$ cat src/hw/rtl/trsd_pkg.sv
// Package for the tracker record sync/decode block: widths, sync constants,
// the queue entry type and the coordinate helper.
// No dependencies.
`timescale 1ns / 1ps
`default_nettype none
package trsd_pkg;

  localparam int unsigned ByteW      = 8;
  localparam int unsigned RecLen     = 8;
  localparam int unsigned HeldBytes  = RecLen - 1;
  localparam int unsigned CntW       = $clog2(RecLen);
  localparam int unsigned RawW       = 16;
  localparam int unsigned CoordW     = 21;
  localparam int unsigned StatusW    = 2;
  localparam int unsigned ShiftW     = 3;
  localparam int unsigned QueueDepth = 2;
  localparam int unsigned QIdxW      = (QueueDepth > 1) ? $clog2(QueueDepth) : 1;
  localparam int unsigned QCntW      = $clog2(QueueDepth + 1);

  localparam logic [3:0] SyncMark   = 4'h8;
  localparam logic [7:0] TargetMask = 8'h0c;

  typedef enum logic [1:0] {
    ST_SYNC   = 2'b01,
    ST_GATHER = 2'b10
  } front_state_e;

  typedef struct packed {
    logic [RawW-1:0]    x_raw;
    logic [RawW-1:0]    y_raw;
    logic [RawW-1:0]    z_raw;
    logic [StatusW-1:0] status;
    logic [ShiftW-1:0]  shift;
  } rec_t;

  typedef struct packed {
    logic             full;
    logic             empty;
    logic [QCntW-1:0] count;
  } queue_status_t;

  function automatic logic is_mark(input logic [ByteW-1:0] b);
    return b[ByteW-1 -: 4] == SyncMark;
  endfunction

  function automatic logic signed [CoordW-1:0] coord_shift(input logic [RawW-1:0] raw,
                                                           input logic [ShiftW-1:0] sh);
    logic signed [CoordW-1:0] ext;
    ext = {{(CoordW - RawW){raw[RawW-1]}}, raw};
    return ext <<< sh;
  endfunction

endpackage
`default_nettype wire

$ cat src/hw/rtl/trsd_front.sv
// Front end: byte sync, record gathering and record checks.
// Depends on trsd_pkg; pushes checked records into trsd_queue.
`timescale 1ns / 1ps
`default_nettype none
module trsd_front import trsd_pkg::*; (
  input  wire logic             clk_i,
  input  wire logic             rst_ni,
  input  wire logic             in_valid_i,
  output logic                  in_stall_o,
  input  wire logic [ByteW-1:0] rx_byte_i,
  input  wire logic             q_full_i,
  output logic                  push_o,
  output rec_t                  push_data_o
);

  front_state_e         state_q, state_d;
  logic [CntW-1:0]      count_q, count_d;
  logic [ByteW-1:0]     bytes_q [HeldBytes];
  logic                 accept;
  logic                 rec_ok;
  logic                 last_byte;
  logic [StatusW-1:0]   status;

  assign in_stall_o = q_full_i;
  assign accept     = in_valid_i && !q_full_i;
  assign last_byte  = (state_q == ST_GATHER) && (count_q == CntW'(HeldBytes));
  assign status     = bytes_q[1][StatusW-1:0];

  always_comb begin
    rec_ok = is_mark(bytes_q[0]) && is_mark(bytes_q[1]);
    if (is_mark(bytes_q[2]) && is_mark(bytes_q[3])) rec_ok = 1'b0;
    if (is_mark(bytes_q[4]) && is_mark(bytes_q[5])) rec_ok = 1'b0;
    if (is_mark(bytes_q[6]) && is_mark(rx_byte_i)) rec_ok = 1'b0;
    if (status[1] && ((bytes_q[0] & TargetMask) != '0)) rec_ok = 1'b0;
  end

  assign push_o             = accept && last_byte && rec_ok;
  assign push_data_o.x_raw  = {bytes_q[2], bytes_q[3]};
  assign push_data_o.y_raw  = {bytes_q[4], bytes_q[5]};
  assign push_data_o.z_raw  = {bytes_q[6], rx_byte_i};
  assign push_data_o.status = status;
  assign push_data_o.shift  = {bytes_q[0][1], 1'b0, bytes_q[0][0]};

  always_comb begin
    state_d = state_q;
    count_d = count_q;
    if (accept) begin
      unique case (state_q)
        ST_SYNC: begin
          if (is_mark(rx_byte_i)) begin
            state_d = ST_GATHER;
            count_d = CntW'(1);
          end
        end
        ST_GATHER: begin
          if (last_byte) begin
            state_d = ST_SYNC;
            count_d = '0;
          end else begin
            count_d = count_q + CntW'(1);
          end
        end
        default: begin
          state_d = ST_SYNC;
          count_d = '0;
        end
      endcase
    end
  end

  always_ff @(posedge clk_i or negedge rst_ni) begin
    if (!rst_ni) begin
      state_q <= ST_SYNC;
      count_q <= '0;
    end else begin
      state_q <= state_d;
      count_q <= count_d;
    end
  end

  always_ff @(posedge clk_i) begin
    if (accept && !last_byte) begin
      if (state_q == ST_SYNC) begin
        bytes_q[0] <= rx_byte_i;
      end else begin
        bytes_q[count_q] <= rx_byte_i;
      end
    end
  end

endmodule
`default_nettype wire

$ cat src/hw/rtl/trsd_queue.sv
// Short record queue between the front end and the back end.
// Depends on trsd_pkg.
`timescale 1ns / 1ps
`default_nettype none
module trsd_queue import trsd_pkg::*; (
  input  wire logic  clk_i,
  input  wire logic  rst_ni,
  input  wire logic  push_i,
  input  wire rec_t  push_data_i,
  input  wire logic  pop_i,
  output rec_t       pop_data_o,
  output queue_status_t status_o
);

  rec_t             mem_q [QueueDepth];
  logic [QIdxW-1:0] wr_ptr_q, rd_ptr_q;
  logic [QCntW-1:0] count_q;

  assign status_o.full  = (count_q == QCntW'(QueueDepth));
  assign status_o.empty = (count_q == '0);
  assign status_o.count = count_q;
  assign pop_data_o     = mem_q[rd_ptr_q];

  always_ff @(posedge clk_i or negedge rst_ni) begin
    if (!rst_ni) begin
      wr_ptr_q <= '0;
      rd_ptr_q <= '0;
      count_q  <= '0;
    end else begin
      if (push_i) begin
        wr_ptr_q <= (wr_ptr_q == QIdxW'(QueueDepth - 1)) ? '0 : wr_ptr_q + QIdxW'(1);
      end
      if (pop_i) begin
        rd_ptr_q <= (rd_ptr_q == QIdxW'(QueueDepth - 1)) ? '0 : rd_ptr_q + QIdxW'(1);
      end
      if (push_i && !pop_i) begin
        count_q <= count_q + QCntW'(1);
      end else if (pop_i && !push_i) begin
        count_q <= count_q - QCntW'(1);
      end
    end
  end

  always_ff @(posedge clk_i) begin
    if (push_i) begin
      mem_q[wr_ptr_q] <= push_data_i;
    end
  end

endmodule
`default_nettype wire

$ cat src/hw/rtl/trsd_back.sv
// Back end: applies the exponent shift and holds the output transaction.
// Depends on trsd_pkg; pops records from trsd_queue.
`timescale 1ns / 1ps
`default_nettype none
module trsd_back import trsd_pkg::*; (
  input  wire logic                 clk_i,
  input  wire logic                 rst_ni,
  input  wire logic                 q_empty_i,
  input  wire rec_t                 pop_data_i,
  output logic                      pop_o,
  output logic                      out_valid_o,
  input  wire logic                 out_stall_i,
  output logic signed [CoordW-1:0]  x_pos_o,
  output logic signed [CoordW-1:0]  y_pos_o,
  output logic signed [CoordW-1:0]  z_pos_o,
  output logic [StatusW-1:0]        track_status_o,
  output logic [ShiftW-1:0]         scale_shift_o
);

  logic                     valid_q;
  logic signed [CoordW-1:0] x_q, y_q, z_q;
  logic [StatusW-1:0]       status_q;
  logic [ShiftW-1:0]        shift_q;

  assign pop_o = !q_empty_i && (!valid_q || !out_stall_i);

  always_ff @(posedge clk_i or negedge rst_ni) begin
    if (!rst_ni) begin
      valid_q <= 1'b0;
    end else if (pop_o) begin
      valid_q <= 1'b1;
    end else if (!out_stall_i) begin
      valid_q <= 1'b0;
    end
  end

  always_ff @(posedge clk_i) begin
    if (pop_o) begin
      x_q      <= coord_shift(pop_data_i.x_raw, pop_data_i.shift);
      y_q      <= coord_shift(pop_data_i.y_raw, pop_data_i.shift);
      z_q      <= coord_shift(pop_data_i.z_raw, pop_data_i.shift);
      status_q <= pop_data_i.status;
      shift_q  <= pop_data_i.shift;
    end
  end

  assign out_valid_o    = valid_q;
  assign x_pos_o        = x_q;
  assign y_pos_o        = y_q;
  assign z_pos_o        = z_q;
  assign track_status_o = status_q;
  assign scale_shift_o  = shift_q;

endmodule
`default_nettype wire

$ cat src/hw/rtl/tracker_record_sync_decode.sv
// Tracker record sync/decode, top level.
// Depends on trsd_pkg, trsd_front, trsd_queue and trsd_back.
//
// Input channel: one received serial byte per transaction (rx_byte_i), taken
// when in_valid_i is high and in_stall_o is low. Bytes are dropped until one
// with high nibble 0x8 arrives; that byte and the next seven form a record.
// Output channel: one transaction per valid record carrying x/y/z positions
// (sign-extended and shifted left by the exponent code), the tracking status
// and the shift used. Taken when out_valid_o is high and out_stall_i is low.
// Bad records are dropped silently and the parser resyncs on the next byte.
// Throughput: one byte per cycle while in_stall_o is low. A checked record is
// pushed into the queue at the clock edge that takes its eighth byte.
// Checked records pass through a two-entry queue into a back-end output
// register. When the receiver stalls, the output holds and records pile up
// in the queue; once the queue is full, in_stall_o goes high.
// Reset (rst_ni low, asynchronous) returns the parser to syncing, empties
// the queue and clears out_valid_o.
`timescale 1ns / 1ps
`default_nettype none
module tracker_record_sync_decode import trsd_pkg::*; (
  input  wire logic                clk_i,
  input  wire logic                rst_ni,
  input  wire logic                in_valid_i,
  output logic                     in_stall_o,
  input  wire logic [ByteW-1:0]    rx_byte_i,
  output logic                     out_valid_o,
  input  wire logic                out_stall_i,
  output logic signed [CoordW-1:0] x_pos_o,
  output logic signed [CoordW-1:0] y_pos_o,
  output logic signed [CoordW-1:0] z_pos_o,
  output logic [StatusW-1:0]       track_status_o,
  output logic [ShiftW-1:0]        scale_shift_o
);

  logic          push, pop;
  rec_t          push_data, pop_data;
  queue_status_t q_status;

  trsd_front u_front (
    .clk_i,
    .rst_ni,
    .in_valid_i,
    .in_stall_o,
    .rx_byte_i,
    .q_full_i    (q_status.full),
    .push_o      (push),
    .push_data_o (push_data)
  );

  trsd_queue u_queue (
    .clk_i,
    .rst_ni,
    .push_i      (push),
    .push_data_i (push_data),
    .pop_i       (pop),
    .pop_data_o  (pop_data),
    .status_o    (q_status)
  );

  trsd_back u_back (
    .clk_i,
    .rst_ni,
    .q_empty_i  (q_status.empty),
    .pop_data_i (pop_data),
    .pop_o      (pop),
    .out_valid_o,
    .out_stall_i,
    .x_pos_o,
    .y_pos_o,
    .z_pos_o,
    .track_status_o,
    .scale_shift_o
  );

  a_queue_bound: assert property (@(posedge clk_i) disable iff (!rst_ni)
    q_status.count <= QCntW'(QueueDepth))
    else $error("queue count beyond depth");

  a_no_push_full: assert property (@(posedge clk_i) disable iff (!rst_ni)
    !(push && q_status.full))
    else $error("record pushed into a full queue");

  a_no_pop_empty: assert property (@(posedge clk_i) disable iff (!rst_ni)
    !(pop && q_status.empty))
    else $error("record popped from an empty queue");

  a_out_from_pop: assert property (@(posedge clk_i) disable iff (!rst_ni)
    $rose(out_valid_o) |-> $past(pop))
    else $error("output became valid without a queue pop");

endmodule
`default_nettype wire

$ cat config.mk
export PLATFORM = sky130hd
export DESIGN_NAME = tracker_record_sync_decode
export DESIGN_NICKNAME = d
export VERILOG_FILES = /design/src/hw/rtl/trsd_pkg.sv /design/src/hw/rtl/trsd_front.sv /design/src/hw/rtl/trsd_queue.sv /design/src/hw/rtl/trsd_back.sv /design/src/hw/rtl/tracker_record_sync_decode.sv
export SDC_FILE = /design/constraint.sdc
export NUM_CORES = 1
export LEC_CHECK = 0
export ABC_CLOCK_PERIOD_IN_PS = 10080
export BUFFER_PORTS_ARGS = -buffer_cell sky130_fd_sc_hd__buf_2
export CORE_ASPECT_RATIO = 1.4
export CORE_MARGIN = 10
export CORE_UTILIZATION = 55
export CTS_CLUSTER_DIAMETER = 200
export DETAILED_ROUTE_END_ITERATION = 7
export GPL_ROUTABILITY_DRIVEN = 0
export MAX_ROUTING_LAYER = met4
export PLACE_DENSITY = 0.74
export SLEW_MARGIN = 20
export SYNTH_ARGS = -nofsm -noshare
export SYNTH_HDL_FRONTEND = slang
export SYNTH_SLANG_ARGS = --single-unit
export TNS_END_PERCENT = 1
$ cat constraint.sdc
create_clock -name clk_i -period 10.08 [get_ports clk_i]
set_input_delay 0.504 -clock clk_i [delete_from_list [all_inputs] [get_ports clk_i]]
set_output_delay 0.504 -clock clk_i [all_outputs]
set_load 0.05 [all_outputs]
==> results of run 1 <==
[through the flow]
stage          worst slack (ns)  area (µm²)  utilization, %
3_5_place_dp               7.00       10200            60.3
2_1_floorplan              6.20        9530               -
6_report                   6.98       10900            64.6
3_3_place_gp               7.10       10200            60.3
5_1_grt                    6.70       10900            64.6
4_1_cts                    6.99       10900            64.6
[layout by cell type (no fill, tap or decap), types with 2 or more instances in the layout]
cell type / n
nor2_1: 18
nand3_1: 4
buf_4: 11
xnor2_1: 3
and3_1: 3
clkbuf_16: 22
inv_1: 5
mux2_1: 2
bufinv_16: 3
edfxtp_1: 225
nor3_1: 2
nor4b_1: 6
mux2_2: 44
nand2_1: 60
buf_2: 80
o21ai_0: 13
o21ai_1: 51
mux2i_1: 81
a21oi_1: 4
nand4_1: 2
nand2b_1: 2
clkinv_2: 4
xor2_1: 2
clkinv_1: 5
clkbuf_1: 5
ha_1: 5
inv_2: 4
dfrtp_1: 8
[power by group]
group          total (mW)  leakage [nW]  internal (mW)  switching, mW
clock network       0.817         0.350          0.479          0.337
logic              0.0611          1.38         0.0199         0.0412
registers            1.09          2.16           1.08         0.0106
[path summary, 6_finish.rpt]
kind | start | endpoint | slack (ns) | cells after the start
hold / removal | out_stall_i | u_back.out_valid_o | 0.22 | 3
hold reg to reg | u_front.bytes_q[3][0] | u_queue.mem_q[1][36] | 0.45 | 0
setup reg to reg | u_queue.rd_ptr_q | u_back.x_pos_o[4] | 6.98 | 6
min in group asynchronous | rst_ni | u_front.count_q[0] | 0.39 | 2
setup / recovery | u_queue.rd_ptr_q | u_back.x_pos_o[4] | 6.98 | 6
max in group asynchronous | rst_ni | u_front.state_q[0] | 9.43 | 2
[sequential cells by signal, summed over array words and instances (netlist names)]
register,count
u_queue.mem_q,104
u_back.y_pos_o,21
u_front.count_q,3
u_queue.rd_ptr_q,1
u_front.state_q,2
u_queue.count_q,2
u_back.x_pos_o,21
u_back.track_status_o,2
u_front.bytes_q,54
u_back.z_pos_o,21
u_queue.wr_ptr_q,1
u_back.out_valid_o,1
u_back.scale_shift_o,2
[final cells by class]
class	count	share of cell area, %
tap	232	2.66
clock buffer	27	5.22
timing repair buffer	92	4.52
inverter	9	0.310
sequential	235	64.3
multi-input combinational	318	21.7
clock inverter	13	1.33
[worst min-delay path: stages]
cell	delay [ns]
buf_2	0.07
nand2_1	0.05
nand2_1	0.06
[Yosys cell counts (all sizes together)]
cell / instances / area [µm²]
edfxtp: 225 / 6760
mux2i: 82 / 825
o21ai: 64 / 320
nand2: 60 / 225
mux2: 46 / 518
buf: 22 / 115
nor2: 19 / 71.3
dfrtp: 9 / 225
inv: 9 / 33.8
clkbuf: 7 / 26.3
nor4b: 7 / 67.6
ha: 5 / 62.6
a21oi: 4 / 20.0
nand3: 4 / 20.0
and3: 3 / 18.8
nand2b: 3 / 26.3
xnor2: 3 / 26.3
nand4: 2 / 12.5
nor3: 2 / 10.0
nor4: 2 / 12.5
xor2: 2 / 17.5
a211oi: 1 / 12.5
and2: 1 / 6.26
conb: 1 / 3.75
dfstp: 1 / 26.3
nand4b: 1 / 15.0
nor4bb: 1 / 10.0
o211ai: 1 / 7.51
o31ai: 1 / 7.51
o41ai: 1 / 8.76
or3: 1 / 6.26
or4: 1 / 11.3
[routing by layer]
metal / vias to the layer above / wire, µm / GRT usage, %
met5: - / 0 / -
met4: 0 / 587 / 5.92
met3: 37 / 1010 / 3.00
met2: 167 / 9760 / 28.5
met1: 2521 / 7550 / 18.3
li1: 2420 / - / -
[what timing repair did]
action / in CTS / in global routing
buffers inserted: 0 / 0
hold buffers: 1 / 0
hold endpoints to repair: 9 / 0
[kinds of logic after synthesis]
kind of cell	Yosys count	share of synthesized area, %
flops	235	73.6
mux	128	14.1
simple gates	107	5.39
compound gates	72	3.95
buf+inv	38	1.84
fa+ha+maj	5	0.657
xor+xnor	5	0.460
other cells	1	0.0394
==> metrics, run 1 <==
Area Growth Syn to Fin=14.5%; DIE HEIGHT=176 µm; total wire length=18.9 mm; fmax=323 MHz; post-route non-filler standard cell count=926; Period minus WS final=3.10 ns; peak supply drop=0.000162 V; CTS tree=built; vias in the first global route=5286; Starting DRT DRC Count=497; Req. time, crit path=10.30 ns; Pins Over Slew Limit=0; Die W=131 µm; H-tree Lvls=1; first-pass GRT wire length=29.0 mm; Fin. Hold Viols=0; post-layout power=1.97 mW; PD cells=181 mW/mm²; number of antenna violations at the first check in global routing=0; most used cell, CP=buf_4; Via Count=5145; slowest CP cell=dfrtp_2; Syn Std Cell Area=0.00953 mm²; Syn Area/Cell=16.1 µm²; Synth Net Count=608; Worst path max stage delay=0.79 ns; Nets=695; Clock transition at path regs=0.06 ns; Setup Crit Path Kind=flip-flop to flip-flop; max_cap viols=0; post_cts resized=0; status=finished, final reports clean; CP arrival=3.32 ns; # DRC=0; register area share after synthesis=73.6%; critical path fanouts, max=59; crit end category=flip-flop; Root Buffer Master=clkbuf_16; core area=0.0169 mm²; total grt overflow=0; Cell Chain, Critical Path=buf_4, mux2i_4, buf_4, inv_2, nand3_1, o21ai_0; largest net degree at the start of global routing=68; RSZ-0062 raised after global routing=false; I/O pins=82; critical path buffer and inverter count=3; Slew HR=27.8%; Yosys reg bits=235; worst hold path type=input port to flip-flop; Initial Utilization=56.4%; Core Rows=56; Longest Clk Path Bufs=3; DP HPWL=12.8 mm; WL/cell=20.4 µm; CTS sink cnt=235; CTS buffer count=22; Total GRT Usage=16.3%; layout cell share with drive strength beyond 1=25.9%; Crit path max-delay family=buffers and inverters; Routed Antenna Nets=0; Synth Warn #=0; sequential cell area=0.00701 mm²; IO Port Bufs=80; drt pass-1 iters=5; Post-Synthesis Cells=591; ANT cells=0; Setup Total Neg Slack=0 ns; Final Setup Violations=0; static leakage=3.90 nW; Worst setup SP type=flip-flop; placed cells=885; worst slew pin tran=1.05 ns; multi-input logic area=0.00237 mm²; synth unique cells=39; fillcell total=1183; Clock Latency Late Sink=0.51 ns; period utilization=30.7%; Fin Hold WS=0.220 ns; Worst Skew=0.0155 ns; vias per inst=5.56; Die ar.=0.0231 mm²
Note: power is estimated with default switching activity, not from simulation.
==> run 2: changes to the inputs <==
ABC_AREA = 1   (was default)
ABC_CLOCK_PERIOD_IN_PS = 3200   (was 10080)
PLACE_DENSITY = 0.75   (was 0.74)
clock period = 3.2 ns   (was 10.08 ns; I/O delays follow)
==> run 2 against run 1 <==
Flip-flop and latch count is the same. Combinational power grew to 70 times the previous value. Utilization fell by 1.2 points. Final area down 3.0%. Final cell count grew 10%. Synthesized cell count grew 21%. Clock power rose to 2.9 times the previous value. Largest cell class unchanged. Largest power group unchanged.
==> metrics, run 2 <==
Setup Total Neg Slack=0 ns (unchanged); RSZ-0062 raised after global routing=false (unchanged); Placement Cell Area=0.00991 mm² (was 0.0102 mm²); Synth Warn #=0 (unchanged); Slew HR=51.5% (was 27.8%); Root Buffer Master=clkbuf_16 (unchanged); DP HPWL=12.7 mm (was 12.8 mm); Cell Chain, Critical Path=ha_1, ha_1, nand2_1, inv_1, nor3_1, nand3_1, nor2_1 (was buf_4, mux2i_4, buf_4, inv_2, nand3_1, o21ai_0); Placement Setup Slack=0.778 ns (was 7.00 ns); peak supply drop=0.000645 V (was 0.000162 V); Setup Crit Path Kind=flip-flop to flip-flop (unchanged); Worst setup SP type=flip-flop (unchanged); # DRC=0 (unchanged); GR met2 Demand/Resource=28.6% (was 28.5%); WL/cell=17.7 µm (was 20.4 µm); Most Crowded Layer GR=met2 (unchanged); static leakage=4.07 nW (was 3.90 nW); I/O pins=82 (unchanged); number of antenna violations at the first check in global routing=0 (unchanged); Period minus WS final=2.43 ns (was 3.10 ns); most used cell, CP=ha_1 (was buf_4); Fin Hold WS=0.0271 ns (was 0.220 ns); total grt overflow=0 (unchanged); crit end category=flip-flop (unchanged); synth unique cells=24 (was 39); Yosys reg bits=235 (unchanged); Total GRT Usage=16.4% (was 16.3%); Worst Skew=0.00795 ns (was 0.0155 ns); commonest cells in the netlist=225 x edfxtp_1, 172 x nand2_1, 59 x o21ai_0 (was 225 x edfxtp_1, 81 x mux2i_1, 60 x nand2_1); most frequent cell after synthesis=edfxtp_1 (unchanged); period utilization=76.0% (was 30.7%); most common cell after layout, fill and taps aside=edfxtp_1 (unchanged); Die W=130 µm (was 131 µm); Final Setup Violations=0 (unchanged); total wire length=18.1 mm (was 18.9 mm); largest registers=u_queue.mem_q (104), u_front.bytes_q (54) (unchanged); Longest Clk Path Bufs=3 (unchanged); commonest non-fill, non-tap cells in the layout=225 x edfxtp_1, 171 x nand2_1, 80 x buf_2 (was 225 x edfxtp_1, 81 x mux2i_1, 80 x buf_2); Synth area leaders=edfxtp_1 73%, nand2_1 7.0%, o21ai_0 3.2% (was edfxtp_1 71%, mux2i_1 8.5%, mux2_2 5.2%); DIE HEIGHT=174 µm (was 176 µm); CTS tree=built (unchanged); final design utilization=63.4% (was 64.6%); Pins Over Slew Limit=0 (unchanged); Via Count=5463 (was 5145); first-pass GRT wire length=28.6 mm (was 29.0 mm); Post-Synthesis Cells=716 (was 591); Biggest register=u_queue.mem_q (unchanged); Die ar.=0.0225 mm² (was 0.0231 mm²); Fin. Hold Viols=0 (unchanged); placed cells=981 (was 885); Post-synth EDFFs=225 (unchanged); Final Instance Area=0.0106 mm² (was 0.0109 mm²); fmax=411 MHz (was 323 MHz); PD cells=1040 mW/mm² (was 181 mW/mm²); Req. time, crit path=3.32 ns (was 10.30 ns); Final Worst Setup Slack=0.767 ns (was 6.98 ns); CTS sink cnt=235 (unchanged); CTS buffer count=21 (was 22); core area=0.0167 mm² (was 0.0169 mm²); drt pass-1 iters=5 (unchanged); ANT cells=0 (unchanged); Routed Antenna Nets=0 (unchanged); vias per inst=5.36 (was 5.56); Worst path max stage delay=0.54 ns (was 0.79 ns); Starting DRT DRC Count=522 (was 497); worst slew pin tran=0.725 ns (was 1.05 ns); Initial Utilization=55.6% (was 56.4%); max reg flops=104 (unchanged); Clock Latency Late Sink=0.49 ns (was 0.51 ns); layout cell share with drive strength beyond 1=18.5% (was 25.9%); Synth Net Count=733 (was 608); Clock transition at path regs=0.06 ns (about the same); post-CTS setup buffer count=0 (unchanged); Syn Area/Cell=13.0 µm² (was 16.1 µm²); Synth async-reset ratio=4.26% (unchanged); met3 Use GR=2.85% (was 3.00%); largest net degree at the start of global routing=68 (unchanged); largest area contributor in the netlist=edfxtp_1 (unchanged); Syn Std Cell Area=0.00927 mm² (was 0.00953 mm²); CP arrival=2.55 ns (was 3.32 ns); status=finished, final reports clean (unchanged); Nets=820 (was 695); max_cap viols=0 (unchanged); IO Port Bufs=80 (unchanged); top_reg_cell synth=edfxtp_1 (unchanged); critical path fanouts, max=8 (was 59); Area Growth Syn to Fin=14.1% (was 14.5%); post-route non-filler standard cell count=1019 (was 926); vias in the first global route=5560 (was 5286); worst hold path type=input port to flip-flop (unchanged); post-layout power=11.0 mW (was 1.97 mW); post-synth top area share=72.9% (was 70.9%); Core Rows=56 (unchanged); slowest CP cell=nor2_1 (was dfrtp_2); H-tree Lvls=1 (unchanged); register area share after synthesis=75.6% (was 73.6%); M1 GR Usage=18.2% (was 18.3%)
## run 2: changes by cell type in the layout (fill, tap and decap cells not counted), moves of 3 or more
cell,change
o21ai_1,-18
inv_1,+34
mux2_2,-44
o21ai_0,+46
nand2_1,+111
buf_4,-3
nor4b_1,-6
nand3_1,+29
nor2_1,+31
and3_1,-3
or2_2,+23
clkinvlp_4,+3
mux2i_1,-59
## run 2: worst paths after layout
| check | from | cells past startpoint | slack [ns] | to |
|---|---|---|---|---|
| setup / recovery | u_front.count_q[1] | 7 | 0.77 | u_front.bytes_q[2][5] |
| max in group asynchronous | rst_ni | 2 | 2.86 | u_front.state_q[0] |
| min in group asynchronous | rst_ni | 2 | 0.08 | u_front.state_q[1] |
| setup reg to reg | u_front.count_q[1] | 7 | 0.77 | u_front.bytes_q[2][5] |
| hold reg to reg | u_front.bytes_q[2][1] | 0 | 0.45 | u_queue.mem_q[1][45] |
| hold / removal | rx_byte_i[3] | 1 | 0.03 | u_front.bytes_q[2][3] |
## run 2: power breakdown
part	switching [mW]	total, mW	internal [mW]
clock	1.01	2.38	1.37
combinational	3.33	4.26	0.930
sequential	0.147	4.33	4.18
## run 2: final cells by class
cell class              instances  area (µm²)
well taps                     203         254
clock buffers                  24         537
flip-flops and latches        235        7010
multi-input cells             410        1980
inverters                      43         161
clock inverters                12         114
repair buffers                 92         520
fillers                      1224        6100
## run 2: routing by layer
metal / part of all wire [%] / up-vias
li1: - / 2667
met1: 40 / 2576
met2: 52 / 177
met3: 5.4 / 43
met4: 3.0 / 0
met5: 0 / -
## run 2: critical path, delay by kind of cell (launching register included)
| kind | cells | cell delay, ns |
|---|---|---|
| buffers and inverters | 1 | 0.06 |
| DFF | 1 | 0.41 |
| adders and majority gates | 2 | 0.40 |
| and+or+nand+nor | 4 | 1.19 |
## run 2: kinds of logic (layout without fill, tap and decap cells)
kind of cell,count (synthesis),after routing,synth area share [%]
flip-flops,235,235,75.6
AND/OR/NAND/NOR,281,281,12.5
AO/OA/AOI/OAI,98,98,5.41
other,1,1,0.0404
XOR/XNOR,3,3,0.283
adder cells (fa/ha/maj),5,5,0.675
multiplexers,22,22,2.37
buffers and inverters,71,171,3.13
## run 2: what timing repair did
| action | in CTS | in global routing |
|---|---|---|
| endpoints found under the setup margin | 0 | 0 |
| endpoints found under the hold margin | 11 | 0 |
| resized for setup | 0 | 0 |
| hold buffers | 2 | 0 |
==> run 3: changes to the inputs <==
ABC_CLOCK_PERIOD_IN_PS = 2200   (was 3200)
CORE_UTILIZATION = 53   (was 55)
clock period = 2.2 ns   (was 3.2 ns; I/O delays follow)
==> run 3 against run 2 <==
Sequential power increased by 46%. Global-route usage decreased by 0.51 points. Fmax grew 16%. Clock power rose by 56%. Critical path depth grew 3. Non-clock buffer count is 16 higher. Routed wire length up 2.0%. Register-to-register slack worse by 0.67 ns. Worst setup slack worse by 0.67 ns. Clock-buffer cell count did not move. Critical path type unchanged. Largest cell class unchanged.
==> metrics, run 3 (synthesized netlist as in run 2, its figures left out) <==
vias in the first global route=5500 (was 5560); DP HPWL=12.9 mm (was 12.7 mm); RSZ-0062 raised after global routing=true (was false); CTS tree=built (unchanged); Via Count=5506 (was 5463); H-tree Lvls=1 (unchanged); PD cells=1510 mW/mm² (was 1040 mW/mm²); met2 wire len=9.42 mm (was 9.35 mm); multi-input logic area=0.00200 mm² (was 0.00198 mm²); Period minus WS final=2.10 ns (was 2.43 ns); Worst Skew=0.00591 ns (was 0.00795 ns); CTS buffer count=21 (unchanged); met1 WL=7.50 mm (was 7.20 mm); fmax=476 MHz (was 411 MHz); crit end category=flip-flop (unchanged); CTS sink cnt=235 (unchanged); DIE HEIGHT=177 µm (was 174 µm); period utilization=95.5% (was 76.0%); vias per inst=5.15 (was 5.36); CP arrival=2.27 ns (was 2.55 ns); Final Instance Area=0.0109 mm² (was 0.0106 mm²); uppermost layer routed=met4 (unchanged); fillcell total=1322 (was 1224); layout cell share with drive strength beyond 1=20.0% (was 18.5%); met3 WL=990 µm (was 973 µm); # DRC=0 (unchanged); Biggest register=u_queue.mem_q (unchanged); Total GRT Usage=15.9% (was 16.4%); WHS Path Cells=1 (unchanged); Final Worst Setup Slack=0.0995 ns (was 0.767 ns); worst hold path type=input port to flip-flop (unchanged); Clock transition at path regs=0.06 ns (about the same); max_cap viols=0 (unchanged); worst reg-to-reg path cell count=10 (was 7); Longest Clk Path Bufs=3 (unchanged); Initial Utilization=53.7% (was 55.6%); Nets=836 (was 820); largest registers=u_queue.mem_q (104), u_front.bytes_q (54) (unchanged); ANT cells=0 (unchanged); Placement Cell Area=0.0101 mm² (was 0.00991 mm²); Die ar.=0.0233 mm² (was 0.0225 mm²); Area Growth Syn to Fin=17.3% (was 14.1%); Pins Over Slew Limit=0 (unchanged); Final Setup Violations=0 (unchanged); Fin. Hold Viols=0 (unchanged); drt pass-1 iters=5 (unchanged); Setup Total Neg Slack=0 ns (unchanged); number of antenna violations at the first check in global routing=0 (unchanged); largest net degree at the start of global routing=68 (unchanged); Die W=132 µm (was 130 µm); Clock Latency Late Sink=0.50 ns (was 0.49 ns); Req. time, crit path=2.37 ns (was 3.32 ns); I/O pins=82 (unchanged); Setup Crit Path Kind=flip-flop to flip-flop (unchanged); Core Rows=57 (was 56); Root Buffer Master=clkbuf_16 (unchanged); Placement Setup Slack=0.0475 ns (was 0.778 ns); core area=0.0173 mm² (was 0.0167 mm²); peak supply drop=0.000813 V (was 0.000645 V); max reg flops=104 (unchanged); Slew HR=43.2% (was 51.5%); Starting DRT DRC Count=494 (was 522); WL/cell=17.2 µm (was 17.7 µm); post-layout power=16.4 mW (was 11.0 mW); most common cell after layout, fill and taps aside=edfxtp_1 (unchanged); total wire length=18.4 mm (was 18.1 mm); Routed Antenna Nets=0 (unchanged); IO Port Bufs=80 (unchanged); static leakage=4.18 nW (was 4.07 nW); worst slew pin tran=0.852 ns (was 0.725 ns); sequential cell area=0.00701 mm² (about the same); Fin Hold WS=0.00737 ns (was 0.0271 ns); commonest non-fill, non-tap cells in the layout=225 x edfxtp_1, 171 x nand2_1, 80 x buf_2 (unchanged); Worst setup SP type=flip-flop (unchanged); status=finished, final reports clean (unchanged); total grt overflow=0 (unchanged); critical path fanouts, max=52 (was 8); first-pass GRT wire length=28.9 mm (was 28.6 mm)
run 3: cell types whose count changed in the layout (fill, tap and decap cells not counted):
cell	previous run	this run
o21ai_0	59	57
o21ai_1	33	35
nor3_2	0	1
inv_2	4	2
bufinv_16	2	4
nor2_2	0	3
clkinv_1	3	4
dfrtp_1	9	8
dlygate4sd3_1	2	7
nor3_1	2	1
nor2_1	49	46
dfrtp_2	0	1
buf_12	2	6
buf_4	8	15
run 3: final timing paths:
check                                           start                     to  slack, ns
worst max-delay path               u_front.count_q[1]   u_queue.mem_q[1][35]        0.1
worst min-delay path                     rx_byte_i[6]  u_front.bytes_q[2][6]      0.007
worst max register to register     u_front.count_q[1]   u_queue.mem_q[1][35]        0.1
worst min register to register  u_front.bytes_q[1][0]    u_queue.mem_q[0][2]       0.44
max in group asynchronous                      rst_ni     u_front.state_q[0]       1.91
min in group asynchronous                      rst_ni     u_queue.count_q[0]       0.02
run 3: worst max-delay path: stages, from the launching register on:
cell,delay [ns]
dfrtp_1,0.39
ha_1,0.16
ha_1,0.17
nand2_1,0.07
inv_1,0.10
nand3_1,0.08
nor2_1,0.10
nand3_1,0.12
buf_4,0.18
nor2_4,0.09
buf_12,0.26
run 3: final cells by class:
class | count | area share [%]
clock inverter | 13 | 1.50
clock buffer | 24 | 4.94
sequential | 235 | 64.5
timing repair buffer | 108 | 6.47
inverter | 43 | 1.55
tap | 236 | 2.72
multi-input combinational | 410 | 18.4
run 3: layer usage:
layer	vias to the layer above	global-route usage, %
li1	2707	-
met1	2589	17.9
met2	171	27.4
met3	39	2.96
met4	0	6.69
met5	-	-
run 3: what timing repair did:
item	CTS	global route
hold buffers	7	0
endpoints found under the hold margin	52	0
endpoints found under the setup margin	0	122
buffers inserted	0	0
resized for setup	0	3
run 3: power by group:
| part | internal (mW) | switching [mW] | total [mW] |
|---|---|---|---|
| sequential | 6.09 | 0.217 | 6.31 |
| combinational | 1.48 | 4.89 | 6.37 |
| clock | 2.22 | 1.49 | 3.71 |
run 3: metrics by stage:
| stage | util, % | std cells |
|---|---|---|
| 2_1_floorplan | - | 716 |
| 3_3_place_gp | 58.5 | 1025 |
| 3_5_place_dp | 58.5 | 1025 |
| 4_1_cts | 63.0 | 1069 |
| 5_1_grt | 63.0 | 1069 |
| 6_report | 63.0 | 1069 |
